### config.mk
export PLATFORM = sky130hd
export DESIGN_NAME = cpu4_ctrl
export DESIGN_NICKNAME = d
export VERILOG_FILES = /design/src/design/assert_macros.svh /design/src/design/cpu4_pkg.sv /design/src/design/cpu4_ctrl.sv
export SDC_FILE = /design/constraint.sdc
export NUM_CORES = 1
export LEC_CHECK = 0
export ABC_CLOCK_PERIOD_IN_PS = 1600
export BUFFER_PORTS_ARGS = -buffer_cell sky130_fd_sc_hd__buf_4
export CORE_AREA = 2 2 39 41
export CTS_CLUSTER_SIZE = 20
export DETAILED_ROUTE_END_ITERATION = 16
export DIE_AREA = 0 0 41 43
export PLACE_DENSITY = 0.48
export SLEW_MARGIN = 10
export SYNTH_ARGS = -nofsm -noshare
export SYNTH_HDL_FRONTEND = slang
export SYNTH_SLANG_ARGS = --single-unit
### constraint.sdc
create_clock -name clk -period 1.6 [get_ports clk]
set_clock_uncertainty 0.2 [all_clocks]
set_input_delay 0.32 -clock clk [delete_from_list [all_inputs] [get_ports clk]]
set_output_delay 0.32 -clock clk [all_outputs]
set_load 0.005 [all_outputs]
### src/design/assert_macros.svh
// ----------------------------------------------------------------------------
// Assertion macros
// Shared concurrent assertion forms used by the RTL.
// ----------------------------------------------------------------------------
`ifndef ASSERT_MACROS_SVH
`define ASSERT_MACROS_SVH

// Same-cycle implication, disabled while reset is asserted.
`define ASSERT_IMPLY(lbl, clk, rstn, ante, cons) \
    lbl: assert property (@(posedge clk) disable iff (!(rstn)) (ante) |-> (cons)) \
        else $error("assertion failed");

// Next-cycle implication, disabled while reset is asserted.
`define ASSERT_NEXT(lbl, clk, rstn, ante, cons) \
    lbl: assert property (@(posedge clk) disable iff (!(rstn)) (ante) |=> (cons)) \
        else $error("assertion failed");

`endif

### src/design/cpu4_pkg.sv
// ----------------------------------------------------------------------------
// cpu4_pkg
// Types and constants shared by the 4-bit core controller and datapath.
// ----------------------------------------------------------------------------
package cpu4_pkg;

    localparam int STACK_LEVELS = 3;

    // Request kinds carried on the input tuser bit.
    localparam logic OP_LOAD = 1'b0;
    localparam logic OP_EXEC = 1'b1;

    // Program memory address sources.
    localparam logic [1:0] ROM_SEL_PC   = 2'd0;
    localparam logic [1:0] ROM_SEL_NEXT = 2'd1;
    localparam logic [1:0] ROM_SEL_FIN  = 2'd2;
    localparam logic [1:0] ROM_SEL_LOAD = 2'd3;

    // Port write codes reported with each result.
    localparam logic [1:0] PW_NONE = 2'd0;
    localparam logic [1:0] PW_ROM  = 2'd1;
    localparam logic [1:0] PW_RAM  = 2'd2;

    typedef struct packed {
        logic       start;
        logic       load_wr;
        logic [1:0] rom_sel;
        logic       lat_op;
        logic       lat_b2;
        logic       lat_fin;
        logic       lat_ram;
        logic       commit;
    } cmd_t;

    typedef struct packed {
        logic clearing;
    } sts_t;

endpackage

### src/design/cpu4_ctrl.sv
// ----------------------------------------------------------------------------
// cpu4_ctrl
// Sequencing state machine: handshakes, fetch order and commit.
// ----------------------------------------------------------------------------
module cpu4_ctrl (
    input  logic            clk,
    input  logic            rst_n,
    input  logic            in_valid,
    input  logic            in_kind,
    output logic            in_ready,
    output logic            out_valid,
    input  logic            out_ready,
    input  cpu4_pkg::sts_t  sts,
    output cpu4_pkg::cmd_t  cmd
);
    import cpu4_pkg::*;

    localparam logic [2:0] S_IDLE = 3'd0;
    localparam logic [2:0] S_OP   = 3'd1;
    localparam logic [2:0] S_B2   = 3'd2;
    localparam logic [2:0] S_FIN  = 3'd3;
    localparam logic [2:0] S_EXEC = 3'd4;

    logic [2:0] state_reg, state_next;
    logic       valid_reg, valid_next;

    assign in_ready  = (state_reg == S_IDLE) && !sts.clearing;
    assign out_valid = valid_reg;

    always_comb
    begin
        cmd         = '0;
        cmd.rom_sel = ROM_SEL_PC;
        state_next  = state_reg;
        unique case (state_reg)
            S_IDLE:
            begin
                if (in_valid && in_ready)
                begin
                    cmd.start = 1'b1;
                    if (in_kind == OP_LOAD)
                    begin
                        cmd.load_wr = 1'b1;
                        cmd.rom_sel = ROM_SEL_LOAD;
                        state_next  = S_EXEC;
                    end
                    else
                    begin
                        state_next = S_OP;
                    end
                end
            end
            S_OP:
            begin
                cmd.lat_op  = 1'b1;
                cmd.rom_sel = ROM_SEL_NEXT;
                state_next  = S_B2;
            end
            S_B2:
            begin
                cmd.lat_b2  = 1'b1;
                cmd.rom_sel = ROM_SEL_FIN;
                state_next  = S_FIN;
            end
            S_FIN:
            begin
                cmd.lat_fin = 1'b1;
                cmd.lat_ram = 1'b1;
                state_next  = S_EXEC;
            end
            S_EXEC:
            begin
                if (!valid_reg || out_ready)
                begin
                    cmd.commit = 1'b1;
                    state_next = S_IDLE;
                end
            end
            default:
            begin
                state_next = S_IDLE;
            end
        endcase
    end

    always_comb
    begin
        valid_next = valid_reg;
        if (cmd.commit)
        begin
            valid_next = 1'b1;
        end
        else if (out_ready)
        begin
            valid_next = 1'b0;
        end
    end

    always_ff @(posedge clk or negedge rst_n)
    begin
        if (!rst_n)
        begin
            state_reg <= S_IDLE;
            valid_reg <= 1'b0;
        end
        else
        begin
            state_reg <= state_next;
            valid_reg <= valid_next;
        end
    end
endmodule

==> key figures <==
Status
  – Status: finished with violations
  – Failing checks: setup timing

Logic synthesis
  – Count of cell types in the netlist: 13
  – Post-Synthesis Cells: 30
  – Mean area per synthesized cell: 8.300 um^2
  – Yosys warns: 0
  – Post-synth net total: 36
  – Post-Syn Area: approximately 250 um^2
  – Synth area leaders: dfrtp_1, nand2_1, nor4_4
  – Cell taking the most area after synthesis: dfrtp_1
  – Top cell type's share of synthesized area: 40.20%
  – Seq/Total Area, Yosys: 40.20%
  – FF+latch count, synth: 4

Routing
  – First-pass DRT Iterations: 2
  – DR WL/cell: 9.826 um
  – Initial DRC Count: 1
  – Vias: 280
  – Via/cell ratio: ~4
  – WL final: 678 um
  – Antenna Nets Post-Route: 0
  – DRC errors left: 0

Floorplan
  – Chip height: ~43 um
  – Total core area: 1384 um^2
  – IO Pins: 17
  – Die area: 1763 um^2
  – Rows: 14
  – Starting Density: 17.99%
  – Die width: approximately 41 um

Power and ir drop
  – Switch Pwr: 0.3248 mW
  – Combinational share of power: between 60% and 70%
  – Total power: roughly 0.87 mW
  – Max VDD drop: 0.0006602 V
  – Net Sw Frac: between 30% and 40%
  – Sequential share of power: 21.4%
  – Clk pwr share: 13.8%
  – Pint: 0.5421 mW
  – PwrDens: 1736 nW/um^2
  – Leakage: 0.3044 nW

Worst setup path
  – CP Launch Point: state_reg[1]
  – Largest fanout on the critical path: 4
  – R2r startpoint: state_reg[1]
  – Cell breakdown of the critical path: nor4_4 -> nand3b_4 -> nand2_1 -> buf_4
  – Worst reg-to-reg setup slack: between 0.15 and 0.2 ns
  – Slowest stage delay, CP: 0.40 ns
  – CP Capture Type: output pin
  – CP endpoint: cmd[6]
  – FF-to-FF End: state_reg[2]
  – CP Launch Type: flop
  – Critical Path RT: 1.08 ns
  – Slowest CP cell: dfrtp_1
  – Critical Path AT: 1.30 ns
  – Worst r2r path cells: 5
  – WS Path Type: reg -> out

Final layout
  – Layout Cells excl Fill: 69
  – Post-layout util: 36.08%
  – Fin nets: 61
  – Commonest non-fill, non-tap cell in the layout: buf_4
  – Fill count: 146
  – Highest-count cells in the layout ignoring fill and taps: buf_4, inv_1, nand2_1, dfrtp_1
  – Antenna cells: 0
  – Area growth, synth to finish: 100.5%
  – Multi-input gate area: 162.7 um^2
  – Share of layout cells above drive strength 1: between 60% and 70%
  – Register area: around 100 um^2
  – Max FFs per register: 3

Global routing
  – Global-route wire length before repair: 1.069 mm
  – Initial antenna violation count: 0
  – Grt peak-use layer: met2
  – Vias in the first global route: between 200 and 300
  – Congestion Overflow GR: 0
  – Largest net degree at the start of global routing: 7
  – Overall Global Routing Usage: 9.366%
  – Met3 usage: 1.571%
  – Global Route met1 Usage: about a tenth
  – Grt met2 use: 14.06%

Timing
  – Worst slew pin tran: 0.3064 ns
  – Fin crit share: 113.4%
  – Hold Violations, Final: 0
  – Final-report max-slew violation count: 0
  – Slew HR: roughly four fifths
  – Final setup vio count: 10
  – Max Freq: 550.9 MHz
  – Min Tclk post-route: 1.815 ns
  – Unrepaired setup endpoints after global routing: true
  – Worst Slack Setup Final: -0.2151 ns

Placed design
  – Placed cell count: 63
  – Post-DP HPWL: 490.7 um
  – Count of input and output buffers: 16
  – GP Congestion: 0.7280

Clocking
  – Clk sinks: 4
  – CTS tree: done
  – Total CTS buffers: 3
  – Root buffer cell: clkbuf_4
  – H-tree depth: 1
  – Longest Clk Path Bufs: 2
  – Reg clk slew, reported paths: 0.04 ns
  – Clock latency on the worst-skew pair: 0.23 ns

Worst hold path
  – Hold_sp: out_ready
  – Hold crit path type: in -> reg

Run
  – Max-Cap Viols: 0
cell type report:
class,instances,share of cell area [%]
clock buffer,3,4.511
tap,16,4.010
timing repair buffer,22,35.84
sequential,4,20.05
multi-input combinational,20,32.58
inverter,4,3.008
synth_stat cells, drive strengths merged:
| cell | instances |
|---|---|
| nor2 | 4 |
| nand2 | 7 |
| and3b | 1 |
| nor4 | 1 |
| a31oi | 2 |
| inv | 4 |
| and2 | 1 |
| nand3b | 1 |
| nand2b | 1 |
| dfrtp | 4 |
| buf | 2 |
| nor3 | 1 |
| nor2b | 1 |
worst min path at each step:
stage | slack, ns | depth (start not counted) | to
2_1_floorplan | -0.18 | 0 | out_valid
3_3_place_gp | -0.08 | 1 | out_valid
3_5_place_dp | -0.08 | 1 | out_valid
4_1_cts | 0.19 | 3 | state_reg[2]
5_1_grt | 0.21 | 3 | out_valid
6_report | 0.20 | 3 | out_valid
power by group through the flow:
stage	combinational, mW	sequential [mW]	clock [mW]
3_3_place_gp	0.413	0.183	0
5_1_grt	0.610	0.192	0.129
6_report	0.562	0.185	0.119
3_5_place_dp	0.410	0.185	0
2_1_floorplan	0.173	0.204	0
4_1_cts	0.567	0.185	0.125
per-layer routing:
| metal | vias up | routed length (um) |
|---|---|---|
| li1 | 140 | - |
| met1 | 126 | 283 |
| met2 | 12 | 315 |
| met3 | 2 | 69 |
| met4 | 0 | 9 |
| met5 | - | 0 |
critical path: cells and delay by family, from the launching register on:
| family | cells | cell delay [ns] |
|---|---|---|
| and+or+nand+nor | 3 | 0.57 |
| buffers and inverters | 1 | 0.10 |
| DFF | 1 | 0.40 |
kinds of logic after synthesis:
| kind of cell | Yosys count | synth area share, % |
|---|---|---|
| simple gates | 18 | 42.72 |
| compound gates | 2 | 5.024 |
| flops | 4 | 40.20 |
| buf+inv | 6 | 12.06 |
metrics by stage:
| stage | setup slack, ns | cell area [um^2] | TNS [ns] | hold WS (ns) |
|---|---|---|---|---|
| final | -0.2151 | 499.2 | -1.562 | 0.1968 |
| after global routing | -0.2977 | 499.2 | -2.154 | 0.2129 |
| after CTS | -0.2111 | 499.2 | -1.608 | 0.1915 |
| after detailed placement | 0.01572 | 396.6 | 0 | -0.08094 |
| after global placement | 0.04343 | 396.6 | 0 | -0.08200 |
| after floorplan | 0.08020 | 249.0 | 0 | -0.1756 |
what timing repair did:
action | in CTS | in global routing
hold buffers | 1 | 0
gates resized for setup | 14 | 0
buffers inserted | 2 | 0
setup endpoints to repair | 10 | 10
endpoints found under the hold margin | 4 | 0
pin swaps | 7 | 1
No activity file was read; power rests on OpenSTA's default activity.
